<file path="src/sv/olpi_pkg.sv">
// Shared types and constants for the ordered list with positional insert.
package olpi_pkg;

    // Widths of the transfer fields.
    localparam int unsigned OP_W     = 2;
    localparam int unsigned POS_W    = 5;
    localparam int unsigned DATA_W   = 8;
    localparam int unsigned COUNT_W  = 5;
    localparam int unsigned STATUS_W = 2;

    // Cell indexes are carried at a fixed width that covers the largest list.
    localparam int unsigned IDX_W    = 8;

    typedef enum logic [OP_W-1:0] {
        OP_INSERT    = 2'd0,
        OP_DEL_FIRST = 2'd1,
        OP_DEL_LAST  = 2'd2
    } t_op;

    typedef enum logic [STATUS_W-1:0] {
        ST_OK     = 2'd0,
        ST_FULL   = 2'd1,
        ST_EMPTY  = 2'd2,
        ST_BADPOS = 2'd3
    } t_status;

    // Command broadcast from the controller to every cell in the row.
    typedef struct packed {
        logic              ins;        // insert takes effect this cycle
        logic              del_front;  // delete-first takes effect this cycle
        logic [IDX_W-1:0]  ins_idx;    // zero-based insert slot
        logic [IDX_W-1:0]  tap_idx;    // cell whose byte is read out
        logic [DATA_W-1:0] value;      // byte to insert
    } t_cell_cmd;

endpackage

</file>
<file path="src/sv/olpi_cell.sv">
// One storage cell of the list: holds a byte and shifts with its neighbors.
module olpi_cell
    import olpi_pkg::*;
#(
    parameter int unsigned IDX = 0
) (
    input  logic              i_clk,
    input  t_cell_cmd         i_cmd,
    input  logic [DATA_W-1:0] i_left,
    input  logic [DATA_W-1:0] i_right,
    output logic [DATA_W-1:0] o_data,
    output logic [DATA_W-1:0] o_tap
);

    localparam logic [IDX_W-1:0] K = IDX_W'(IDX);

    logic [DATA_W-1:0] r_data;
    logic [DATA_W-1:0] n_data;

    always_comb begin
        n_data = r_data;
        if (i_cmd.ins) begin
            // Cells past the insert slot take their lower neighbor's byte.
            if (K > i_cmd.ins_idx) begin
                n_data = i_left;
            end else if (K == i_cmd.ins_idx) begin
                n_data = i_cmd.value;
            end
        end else if (i_cmd.del_front) begin
            n_data = i_right;
        end
    end

    always_ff @(posedge i_clk) begin
        r_data <= n_data;
    end

    assign o_data = r_data;
    // Only the addressed cell drives its tap; the controller ORs all taps.
    assign o_tap  = (K == i_cmd.tap_idx) ? r_data : '0;

endmodule

</file>
<file path="src/sv/ordered_list_positional_insert.sv">
// Ordered byte list with positional insert, delete-first and delete-last.
// A result is registered and valid in the cycle after its input transfer.
// Throughput: one item per cycle while the output is not stalled; every cell shifts or holds at the transfer.
// The input is taken while the output register is empty or being drained.
// Reset clears the element count and the output valid; cell bytes keep
// whatever they hold and are only read below the count.
module ordered_list_positional_insert
    import olpi_pkg::*;
#(
    parameter int unsigned CAPACITY = 16
) (
    input  logic        i_clk,
    input  logic        i_rst_n,
    input  logic        i_s_axis_tvalid,
    output logic        o_s_axis_tready,
    input  logic [15:0] i_s_axis_tdata,   // op[1:0], position[6:2], value[14:7], zero[15]
    output logic        o_m_axis_tvalid,
    input  logic        i_m_axis_tready,
    output logic [15:0] o_m_axis_tdata    // removed_value[7:0], count[12:8], status[14:13], zero[15]
);

    localparam int unsigned CNT_W = $clog2(CAPACITY + 1);
    localparam int unsigned CMP_W = ((CNT_W > POS_W) ? CNT_W : POS_W) + 1;

    logic [CNT_W-1:0]    r_count;
    logic [CNT_W-1:0]    n_count;
    logic                r_valid;
    logic [DATA_W-1:0]   r_removed;
    logic [CNT_W-1:0]    r_count_out;
    t_status             r_status;

    t_op                 w_op;
    logic [POS_W-1:0]    w_pos;
    logic [DATA_W-1:0]   w_value;
    logic                w_take;
    logic                w_full;
    logic                w_empty;
    logic                w_pos_bad;
    t_status             w_status;
    t_cell_cmd           w_cmd;
    logic [DATA_W-1:0]   w_tap_or;
    logic [DATA_W-1:0]   w_removed;

    logic [DATA_W-1:0]   w_data [CAPACITY];
    logic [DATA_W-1:0]   w_tap  [CAPACITY];

    assign w_op    = t_op'(i_s_axis_tdata[1:0]);
    assign w_pos   = i_s_axis_tdata[6:2];
    assign w_value = i_s_axis_tdata[14:7];

    assign o_s_axis_tready = !r_valid || i_m_axis_tready;
    assign w_take          = i_s_axis_tvalid && o_s_axis_tready;

    assign w_full    = (r_count == CNT_W'(CAPACITY));
    assign w_empty   = (r_count == '0);
    assign w_pos_bad = (w_pos == '0) ||
                       (CMP_W'(w_pos) > (CMP_W'(r_count) + CMP_W'(1)));

    always_comb begin
        unique case (w_op)
            OP_INSERT: begin
                // A full list is reported before a bad position.
                if (w_full) begin
                    w_status = ST_FULL;
                end else if (w_pos_bad) begin
                    w_status = ST_BADPOS;
                end else begin
                    w_status = ST_OK;
                end
            end
            OP_DEL_FIRST, OP_DEL_LAST: begin
                w_status = w_empty ? ST_EMPTY : ST_OK;
            end
            default: begin
                w_status = ST_BADPOS;
            end
        endcase
    end

    always_comb begin
        w_cmd.ins       = w_take && (w_op == OP_INSERT) && (w_status == ST_OK);
        w_cmd.del_front = w_take && (w_op == OP_DEL_FIRST) && (w_status == ST_OK);
        w_cmd.ins_idx   = IDX_W'(w_pos - POS_W'(1));
        w_cmd.tap_idx   = (w_op == OP_DEL_LAST) ? IDX_W'(r_count - CNT_W'(1)) : '0;
        w_cmd.value     = w_value;
    end

    for (genvar k = 0; k < CAPACITY; k++) begin : g_cell
        logic [DATA_W-1:0] w_left;
        logic [DATA_W-1:0] w_right;

        if (k == 0) begin : g_first
            assign w_left = w_value;
        end else begin : g_mid_left
            assign w_left = w_data[k-1];
        end

        if (k == CAPACITY - 1) begin : g_last
            assign w_right = w_data[k];
        end else begin : g_mid_right
            assign w_right = w_data[k+1];
        end

        olpi_cell #(
            .IDX (k)
        ) u_cell (
            .i_clk   (i_clk),
            .i_cmd   (w_cmd),
            .i_left  (w_left),
            .i_right (w_right),
            .o_data  (w_data[k]),
            .o_tap   (w_tap[k])
        );
    end

    always_comb begin
        w_tap_or = '0;
        for (int k = 0; k < CAPACITY; k++) begin
            w_tap_or = w_tap_or | w_tap[k];
        end
    end

    assign w_removed = (w_status == ST_OK && w_op != OP_INSERT) ? w_tap_or : '0;

    always_comb begin
        n_count = r_count;
        if (w_take && w_status == ST_OK) begin
            if (w_op == OP_INSERT) begin
                n_count = r_count + CNT_W'(1);
            end else begin
                n_count = r_count - CNT_W'(1);
            end
        end
    end

    always_ff @(posedge i_clk) begin
        if (!i_rst_n) begin
            r_count <= '0;
            r_valid <= 1'b0;
        end else begin
            r_count <= n_count;
            if (w_take) begin
                r_valid <= 1'b1;
            end else if (i_m_axis_tready) begin
                r_valid <= 1'b0;
            end
        end
    end

    always_ff @(posedge i_clk) begin
        if (w_take) begin
            r_removed   <= w_removed;
            r_count_out <= n_count;
            r_status    <= w_status;
        end
    end

    assign o_m_axis_tvalid = r_valid;
    assign o_m_axis_tdata  = {1'b0, r_status, COUNT_W'(r_count_out), r_removed};

    // The count never passes the capacity.
    a_count_bound: assert property (@(posedge i_clk) disable iff (!i_rst_n)
        r_count <= CNT_W'(CAPACITY))
        else $error("element count above capacity");

    // A successful insert grows the list by exactly one.
    a_insert_grows: assert property (@(posedge i_clk) disable iff (!i_rst_n)
        w_take && w_op == OP_INSERT && w_status == ST_OK
        |=> r_count == $past(r_count) + CNT_W'(1))
        else $error("insert did not grow the list by one");

    // A refused operation leaves the count alone.
    a_refused_holds: assert property (@(posedge i_clk) disable iff (!i_rst_n)
        w_take && w_status != ST_OK |=> $stable(r_count))
        else $error("refused operation changed the count");

    // Every accepted item produces a result in the next cycle.
    a_result_follows: assert property (@(posedge i_clk) disable iff (!i_rst_n)
        w_take |=> o_m_axis_tvalid)
        else $error("no result after an input transfer");

    // The reported count matches the stored count after each transfer.
    a_count_reported: assert property (@(posedge i_clk) disable iff (!i_rst_n)
        w_take |=> r_count_out == r_count)
        else $error("reported count differs from stored count");

endmodule

</file>
<file path="config.mk">
export PLATFORM = sky130hd
export DESIGN_NAME = ordered_list_positional_insert
export DESIGN_NICKNAME = d
export VERILOG_FILES = /design/src/sv/olpi_pkg.sv /design/src/sv/olpi_cell.sv /design/src/sv/ordered_list_positional_insert.sv
export SDC_FILE = /design/constraint.sdc
export NUM_CORES = 1
export LEC_CHECK = 0
export BUFFER_PORTS_ARGS = -buffer_cell sky130_fd_sc_hd__buf_2
export CELL_PAD_IN_SITES_DETAIL_PLACEMENT = 0
export CELL_PAD_IN_SITES_GLOBAL_PLACEMENT = 1
export CORE_MARGIN = 3
export CORE_UTILIZATION = 50
export CTS_CLUSTER_SIZE = 8
export DETAILED_ROUTE_END_ITERATION = 8
export PLACE_DENSITY = 0.84
export SLEW_MARGIN = 5
export SYNTH_ARGS = -nofsm -noshare
export SYNTH_HDL_FRONTEND = slang
export SYNTH_SLANG_ARGS = --single-unit
</file>
<file path="constraint.sdc">
create_clock -name i_clk -period 4 [get_ports i_clk]
set_input_delay 0.4 -clock i_clk [delete_from_list [all_inputs] [get_ports i_clk]]
set_output_delay 0.4 -clock i_clk [all_outputs]
set_load 0.02 [all_outputs]
</file>
==> results of run 1 <==
[power breakdown]
group          leakage, nW  internal, mW  switching, mW  total (mW)
Sequential            1.36          1.77         0.0417        1.81
Combinational         2.57         0.249          0.456       0.706
Clock                0.292         0.936          0.720        1.66
Total                 4.22          2.95           1.22        4.17
[timing repair]
item	in CTS	in global routing
resized for setup	0	1
endpoints found under the setup margin	0	8
hold buffers	0	0
[through the flow]
| stage | utilization, % | hold WS (ps) | total power [mW] |
|---|---|---|---|
| final | 56.40 | 205.9 | 4.172 |
| after global routing | 56.40 | 223.2 | 4.305 |
| after CTS | 56.38 | 205.6 | 4.163 |
| after detailed placement | 53.25 | 551.7 | 2.530 |
| after global placement | 53.25 | 543.3 | 2.519 |
| after floorplan | - | 496.4 | 2.327 |
[final cells by class]
type	instances	area share, %
Tap cell	260	3.043
Clock buffer	17	3.979
Multi-Input combinational cell	746	45.44
Timing Repair Buffer	66	3.933
Sequential cell	149	41.29
Inverter	21	0.7491
Clock inverter	15	1.568
[cell usage after synthesis (4+ instances only)]
cell and instances:
a21oi_1 38, a221oi_1 7, a22o_1 7, a22oi_1 14, a31oi_1 23, a32o_1 11
a32oi_1 4, and2_1 7, and3_1 14, buf_2 22, buf_4 8, buf_6 9
clkbuf_1 35, dfxtp_1 6, edfxtp_1 143, ha_1 17, inv_1 19, mux2_2 11
mux2i_1 116, nand2_1 173, nand2b_1 9, nand3_1 21, nor2_1 33, nor2b_1 7
nor3_1 10, nor4_1 4, o21a_1 4, o21ai_0 116, o21ai_1 19, o21ai_2 4
xnor2_1 6
[per-layer routing]
metal,share of wire [%],vias up,wire length [um]
met1,45,3896,13120
met4,1.8,0,524
met5,0,-,0
met3,9.3,47,2726
met2,44,479,13080
li1,-,3731,-
[critical path: cells and delay by family (launching register included)]
kind                       cells  cell delay (ps)
and+or+nand+nor                1              130
buffers and inverters          2              280
AOI/OAI and AO/OA              6             1990
adders and majority gates      2              590
DFF                            1              340
[registers in the layout (all words and copies together), names as in the netlist]
signal	flops
r_count	5
o_m_axis_tvalid	1
r_status	2
r_removed	8
g_cell.u_cell.o_data	128
r_count_out	5
[logic make-up (layout without fill, tap and decap cells)]
group	count (synthesis)	after routing	share of synthesized area, %
compound gates	291	291	19.02
xor+xnor	9	9	0.8088
fa+ha+maj	18	18	2.388
buf+inv	98	119	5.083
flops	149	149	45.29
mux	127	127	13.18
other cells	1	1	0.03847
simple gates	300	300	14.18
[worst max-delay path by stage]
stage / slack, ps / start / endpoint / depth (start not counted)
2_1_floorplan: 330 / r_count[0] / g_cell[9].u_cell.o_data[0] / 14
3_3_place_gp: 290 / r_count[0] / g_cell[13].u_cell.o_data[6] / 11
3_5_place_dp: 240 / r_count[0] / g_cell[13].u_cell.o_data[6] / 11
4_1_cts: 230 / r_count[0] / g_cell[13].u_cell.o_data[0] / 11
5_1_grt: 70 / r_count[0] / g_cell[3].u_cell.o_data[7] / 11
6_report: 280 / r_count[0] / g_cell[9].u_cell.o_data[2] / 11
==> metrics, run 1 <==
post-route ant nets=0; Slew HR=17.02%; routed length per placed instance=23.12 um; Cells on Worst Hold Path=3; Seq/Total Area, Yosys=45.29%; Sequential Area=4414 um^2; CTS Root Cell=clkbuf_16; CTS tree=done; placed wire-length estimate=21.37 mm; largest net degree at the start of global routing=~190; post-route minimum period=approximately 3700 ps; Layout area overhead=9.680%; Warnings, synthesis=0; vias=8153; final wirelength=29.45 mm; ANT cells=0; clock skew=6.598 ps; largest area contributor in the netlist=edfxtp_1; Synth top area share=44.06%; global-route wire length before repair=approximately 45 mm; die height=145.6 um; router iterations before antenna repair=6; cells on worst reg2reg path=11; met1 capacity usage during global routing=41.14%; Post-Route Setup TNS=0 ps; Post-route DRC=0; port buffer count=35; GRT met3 Usage=5.139%; crit end category=register; Hold Crit Start=i_s_axis_tvalid; pre-CTS setup slack=237.9 ps; clk sinks=149; FF+latch count, synth=approximately 150; Final period util=93.04%; Crit path required time=4060 ps; cell leakage power=4.221 nW; reg-to-reg startpoint=r_count[0]; largest cells by area after synthesis=edfxtp_1 44%, mux2i_1 12%, nand2_1 6.7%; layout cells sized above 1=13.51%; ys async rst share=0%; initial antenna violation count=0; FILL cells=about 1700; final worst slack=~280 ps; crit path launch type=register; Die Area=21210 um^2; crit-path max cell delay=850 ps; DIE WIDTH=145.6 um; Design Area, Final=10690 um^2; syn_area_per_cell=slightly below 10 um^2; most common cell after layout, fill and taps aside=nand2_1; Starting Density=51.42%; most frequent cells in the layout=173 x nand2_1, 143 x edfxtp_1, 116 x o21ai_0, 116 x mux2i_1, 37 x a21oi_1; clock insertion delay at the later pin of the skew report=440 ps; reg-to-reg endpoint=g_cell[9].u_cell.o_data[2]; hold endpoint=o_m_axis_tvalid; Iteration-0 DRC Markers=1232; VDD IR max=0.0002772 V; post-synthesis instance area=roughly 9700 um^2; CTS H-Tree Depth=4; pwr/cell area=between 300 and 400 nW/um^2; outcome=complete, no violations; RSZ-0062 raised after global routing=no; most frequently used flop master after synthesis=edfxtp_1; Slew Viols, Final=0; Worst-path clk slew=60 ps; Post-CTS Setup Inserts=0; Final Hold Fails=0; Max clock buf depth=2; Post-synth EDFFs=143; Multi-input gate area=4857 um^2; DP Area=10090 um^2; crit path cell chain=inv_1 -> ha_1 -> inv_1 -> ha_1 -> nor2b_1 -> o21a_1 -> o21ai_0 -> a22o_2 -> a21o_2 -> o211ai_2 -> a21oi_1; fmax=268.7 MHz; GR Util All Layers=between 20% and 30%; crit-path max FO=15; DR vias/cell=6.400; Final Net Count=1039; GRT met2 Usage=40.87%; cts bufs inserted=17; post-synth cell types=80; I/O pin count=38; vias in the first global route=between 7000 and 8000; WP data arrival=3780 ps; Non-Filler Instances=~1300; Hold Crit Class=input port to register; grt ovf=0; # Max-Cap Violations=0; row count=50; Crit Path Category=register to register; placed insts=around 1200; GRT busiest layer=met1; flop2flop setup slack=280 ps; Post-Synthesis Cells=993; Core Box Area=18960 um^2; gp weighted congestion=about 0.97; Worst Tran Pin Value=1232 ps; Syn Nets=1031; final setup fails=0; slowest CP cell=a21oi_1
Power figures use the tool's default switching activity.
==> run 2, diff against run 1 <==
==> constraint.sdc (replaced) <==
create_clock -name i_clk -period 4 [get_ports i_clk]
set_input_delay 0.2 -clock i_clk [delete_from_list [all_inputs] [get_ports i_clk]]
set_output_delay 0.2 -clock i_clk [all_outputs]
set_load 0.02 [all_outputs]
==> run 2 against run 1 <==
Net effect: clock skew grew 3.8 ps; final cell count down 0.16%; sequential power barely moved; clock power down 6%; highest routed layer unchanged; first-iteration DRC count shrank 3.8%; total power is 2.3% lower; setup slack improved by 14 ps; global-route usage is 0.66 points higher; wire length grew 1.6%; final area shrank 0.52%; core utilization down 0.29 points.
==> metrics, run 2 (same netlist as run 1, synthesis figures left out) <==
reg-to-reg startpoint=r_count[0]; fmax=269.7 MHz; Worst-path clk slew=70 ps; outcome=complete, no violations; final setup fails=0; CTS tree=done; most frequent cells in the layout=173 x nand2_1, 143 x edfxtp_1, 116 x o21ai_0, 116 x mux2i_1, 38 x a21oi_1; Crit Path Category=register to register; clk sinks=149; grt ovf=0; Post-Route Setup TNS=0 ps; final wirelength=29.93 mm; final core occ=56.11%; flop2flop setup slack=290 ps; critical path launch point=r_count[0]; row count=50; hold-fix buffers at CTS=0; Starting Density=about half; cells on worst reg2reg path=11; Slew HR=23.85%; Design Area, Final=10640 um^2; post-route ant nets=0; Post-route DRC=0; layout cells sized above 1=13.04%; # Max-Cap Violations=0; FILL cells=1686; Iteration-0 DRC Markers=1185; cell leakage power=4.189 nW; cts bufs inserted=17; slowest CP cell=a21oi_1; die height=around 150 um; Final Hold Fails=0; pwr/cell area=383.4 nW/um^2; max reg flops=128; Worst Tran Pin Value=~1100 ps; ANT cells=0; clock skew=around 10 ps; Hold Crit Class=input port to register; Core Box Area=18960 um^2; Final Net Count=1037; I/O pin count=38; Slew Viols, Final=0; largest net degree at the start of global routing=between 150 and 200; DIE WIDTH=approximately 150 um; crit path launch type=register; Crit path required time=4040 ps; DP Area=10080 um^2; WP data arrival=3750 ps; vias in the first global route=7592; Die Area=about 21000 um^2; CTS Root Cell=clkbuf_16; gp weighted congestion=between 0.9 and 1; global-route wire length before repair=46.19 mm; Max clock buf depth=2; most common cell after layout, fill and taps aside=nand2_1; CP endpoint=g_cell[13].u_cell.o_data[0]; DR vias/cell=6.398; router iterations before antenna repair=6; PnR Total Power=4.078 mW; crit path cell chain=inv_1 -> ha_1 -> inv_1 -> ha_1 -> nor2b_1 -> o21a_1 -> o21ai_0 -> a22o_2 -> a21o_2 -> o211ai_2 -> a21oi_1; crit-path max FO=15; RSZ-0062 raised after global routing=no; vias=8138; placed wire-length estimate=21.60 mm; crit end category=register; initial antenna violation count=0; Post-CTS Setup Inserts=0; CTS H-Tree Depth=4; post-route minimum period=roughly 3700 ps; Cells on Worst Hold Path=3; final worst slack=292.1 ps; pre-CTS setup slack=approximately 350 ps; Final period util=92.70%; Layout area overhead=9.114%; VDD IR max=0.0002900 V; clock insertion delay at the later pin of the skew report=430 ps; post_cts resized=0; port buffer count=35; reg-to-reg endpoint=g_cell[13].u_cell.o_data[0]; crit-path max cell delay=approximately 930 ps; GR Util All Layers=27.93%; routed length per placed instance=23.53 um
==> run 2: changes by cell type in the layout (fill, tap and decap cells not counted) <==
cell,previous run,this run
clkinv_2,3,4
a21oi_1,37,38
bufinv_16,2,1
clkbuf_1,0,1
clkinv_1,0,1
clkinvlp_4,1,2
inv_6,7,2
a21oi_2,2,1
clkinv_4,2,4
buf_4,30,28
==> run 2: layer usage <==
layer | vias to the layer above | global-route usage, % | wire [um]
met3 | 48 | 4.983 | 2689
met2 | 484 | 41.65 | 13380
met4 | 0 | 8.167 | 559
met1 | 3884 | 41.82 | 13300
met5 | - | 0 | 0
li1 | 3722 | - | -
==> run 2: cell type report <==
type | count | area, um^2 | area share [%]
clock inverter | 14 | 127.6 | 1.200
timing repair buffer | 64 | 405.4 | 3.812
multi-input combinational | 746 | 4853 | 45.64
clock buffer | 18 | 429.2 | 4.035
inverter | 21 | 80.08 | 0.7529
tap | 260 | 325.3 | 3.059
sequential | 149 | 4414 | 41.51
==> run 2: worst max-delay path: cells and delay by family, from the launching register on <==
kind	cells	cell delay, ps
AND/OR/NAND/NOR	1	130
buffers and inverters	2	150
AO/OA/AOI/OAI	6	2070
adder cells (fa/ha/maj)	2	600
flip-flops	1	360
==> run 2: per-stage QoR <==
| step | hold WS (ps) | instances |
|---|---|---|
| final | 10.21 | 1272 |
| after global routing | 29.43 | 1272 |
| after CTS | 1.489 | 1272 |
| after detailed placement | 451.1 | 1240 |
| after global placement | 447.2 | 1240 |
| after floorplan | 317.8 | 993 |
==> run 2: how the worst min path moves through the flow <==
| stage | slack (ps) | start | endpoint |
|---|---|---|---|
| 5_1_grt | 30 | i_s_axis_tvalid | o_m_axis_tvalid |
| 6_report | 10 | i_s_axis_tvalid | o_m_axis_tvalid |
| 3_3_place_gp | 450 | i_s_axis_tvalid | o_m_axis_tvalid |
| 3_5_place_dp | 450 | i_s_axis_tvalid | o_m_axis_tvalid |
| 2_1_floorplan | 320 | i_rst_n | r_count[3] |
| 4_1_cts | 1 | i_s_axis_tvalid | o_m_axis_tvalid |
==> run 2: where the power goes <==
| group | internal (mW) | switching, mW | total, mW |
|---|---|---|---|
| clock | 0.862 | 0.694 | 1.56 |
| sequential | 1.77 | 0.0411 | 1.81 |
| combinational | 0.252 | 0.461 | 0.712 |
==> run 3, diff against run 2 <==
Settings changed: ABC_AREA set to 1, CORE_UTILIZATION 50 to 47, SETUP_SLACK_MARGIN set to 0.5.
==> run 3 against run 2 <==
Net effect: synthesized cell count up 27%; die area up 2.1%; maximum frequency up 17%; final cell count up 23%; count of clock-buffer cells in the layout decreased by 1; non-clock buffer count is 3 higher.
==> metrics, run 3 <==
top-count cell post-synth=nand2_1; Slew Viols, Final=0; Worst Tran Pin Value=762.8 ps; Syn Nets=1297; DR vias/cell=around 5.5; hold-fix buffers at CTS=0; Crit Path Category=register to register; Gate power share=15.0%; Post-Synthesis Cells=1259; clock insertion delay at the later pin of the skew report=430 ps; P_int=2.947 mW; Sequential Area=4415 um^2; # Max-Cap Violations=0; Psw=1.202 mW; DIE WIDTH=147.2 um; WP data arrival=3350 ps; largest net degree at the start of global routing=81; ys async rst share=0%; Core Box Area=19530 um^2; routed length per placed instance=about 20 um; most common cell after layout, fill and taps aside=nand2_1; worst hold margin=67.17 ps; Seq/Total Area, Yosys=between 40 and 50%; Design Area, Final=10450 um^2; FILL cells=1922; RSZ-0062 raised after global routing=no; router iterations before antenna repair=6; slowest CP cell=dfxtp_1; Seq pwr share=43.5%; cts bufs inserted=17; ANT cells=0; crit path launch type=register; Post-Route Setup TNS=0 ps; most frequently used flop master after synthesis=edfxtp_1; switching share of power=28.98%; gp weighted congestion=0.9468; CTS H-Tree Depth=4; top cells by count, synth=547 x nand2_1, 143 x edfxtp_1, 123 x nor2_1, 120 x o21ai_0, 96 x o21ai_1; initial antenna violation count=0; Multi-input gate area=roughly 4300 um^2; cell leakage power=4.774 nW; crit path cell chain=nand2_1 -> nor2_1 -> xor2_1 -> ha_1 -> a21oi_1 -> nand3b_1 -> nand3_1 -> nand2_1 -> nand2_1 -> a21oi_4 -> buf_4 -> nand3_4 -> buf_12 -> buf_4 -> nand2_1 -> o21ai_1; most frequent cells in the layout=547 x nand2_1, 143 x edfxtp_1, 123 x nor2_1; crit-path max cell delay=510 ps; final setup fails=0; pwr/cell area=397.2 nW/um^2; largest area contributor in the netlist=edfxtp_1; layout cells sized above 1=9.042%; Final Hold Fails=0; post-synthesis instance area=9365 um^2; max reg flops=128; WP buf/inv=3; crit-path max FO=80; FF+latch count, synth=149; port buffer count=35; Worst-path clk slew=70 ps; final wirelength=30.69 mm; post-synth cell types=36; Slew HR=49.09%; Synth top area share=45.85%; Starting Density=47.96%; Crit path required time=4180 ps; Iteration-0 DRC Markers=between 1000 and 1500; Warnings, synthesis=0; placed wire-length estimate=between 20 and 25 mm; Hold Crit Class=input port to register; post-route minimum period=3172 ps; grt ovf=0; Die Area=21660 um^2; post-route ant nets=0; fmax=315.3 MHz; crit end category=register; clk sinks=149; Final period util=79.29%; outcome=complete, no violations; Post-route DRC=0; Max clock buf depth=2; CTS Root Cell=clkbuf_16; global-route wire length before repair=46.25 mm; Final Net Count=1330; VDD IR max=between 0.0002 and 0.0003 V; largest cells by area after synthesis=edfxtp_1 46%, nand2_1 22%, o21ai_0 6.4%; vias=8626; I/O pin count=38; row count=51; DP Area=9821 um^2; vias in the first global route=roughly 7600; Layout area overhead=11.53%; die height=147.2 um; Post-synth EDFFs=143; GR Util All Layers=28.35%; syn_area_per_cell=7.439 um^2; Clock Power Share=41.5%; CP dominant cell by count=nand2_1; CP top delay family=simple AND/OR/NAND/NOR gates; CTS tree=done; clock skew=9.860 ps
-- run 3: changes by cell type after synthesis, moves of 9 or more --
cell / change
mux2i_1: -116
and3_1: -14
a32o_1: -11
a31oi_1: -23
clkbuf_1: -13
nand2_1: +374
inv_1: +52
nor2_1: +90
nand4_1: +10
mux2_2: -11
nand2b_1: -9
a22oi_1: -14
a21oi_1: -22
o21ai_1: +77
-- run 3: worst reg2reg max path: stages, from the launching register on --
cell and delay, ps:
dfxtp_1 510, nand2_1 130, nor2_1 130, xor2_1 200, ha_1 270, a21oi_1 130
nand3b_1 110, nand3_1 70, nand2_1 110, nand2_1 100, a21oi_4 150, buf_4 190
nand3_4 140, buf_12 260, buf_4 270, nand2_1 80, o21ai_1 70
-- run 3: cells by family after synthesis --
kind of cell | share of synthesized area [%]
AOI/OAI and AO/OA | 13.07
xor gates and xnor gates | 0.6547
adders and majority gates | 2.485
buffers and inverters | 6.560
DFF | 47.13
other | 0.04004
and+or+nand+nor | 30.06
-- run 3: path summary, 6_finish.rpt --
| path | from | end | slack (ps) | cells after the start |
|---|---|---|---|---|
| min reg2reg | o_m_axis_tvalid | o_m_axis_tvalid | 510 | 2 |
| max reg2reg | r_count[2] | g_cell[11].u_cell.o_data[1] | 830 | 16 |
| max | r_count[2] | g_cell[11].u_cell.o_data[1] | 830 | 16 |
| min | i_m_axis_tready | o_m_axis_tvalid | 70 | 4 |
-- run 3: power groups by stage --
stage               Combinational (mW)  Sequential (mW)  Clock (mW)
floorplan                        0.405             1.84           0
global placement                 0.602             1.83           0
detailed placement               0.610             1.84           0
CTS                              0.613             1.80        1.73
global route                     0.695             1.81        1.80
finish                           0.622             1.80        1.72
-- run 3: repair_timing --
action	4_1_cts	5_1_grt
setup endpoints to repair	0	25
gates resized for setup	0	2
setup buffers	0	0
hold endpoints to repair	0	0
-- run 3: routing by layer --
metal | track usage (%) | routed length, um
met5 | 0 | 0
met4 | 7.456 | 642
met3 | 4.688 | 3166
met2 | 41.36 | 13040
met1 | 43.82 | 13840
-- run 3: layout make-up --
class / instances / share of cell area (%)
Timing Repair Buffer: 67 / 4.336
Sequential cell: 149 / 42.27
Clock buffer: 17 / 4.073
Inverter: 76 / 2.731
Multi-Input combinational cell: 981 / 41.57
Clock inverter: 15 / 1.845
Tap cell: 265 / 3.174
-- run 3: per-stage QoR --
step	std cells	utilization, %	worst slack [ps]	power, mW
2_1_floorplan	1259	-	886.9	2.243
3_3_place_gp	1538	50.29	811.7	2.436
3_5_place_dp	1538	50.29	794.7	2.445
4_1_cts	1570	53.46	775.6	4.145
5_1_grt	1570	53.49	582.0	4.303
6_report	1570	53.49	828.2	4.149
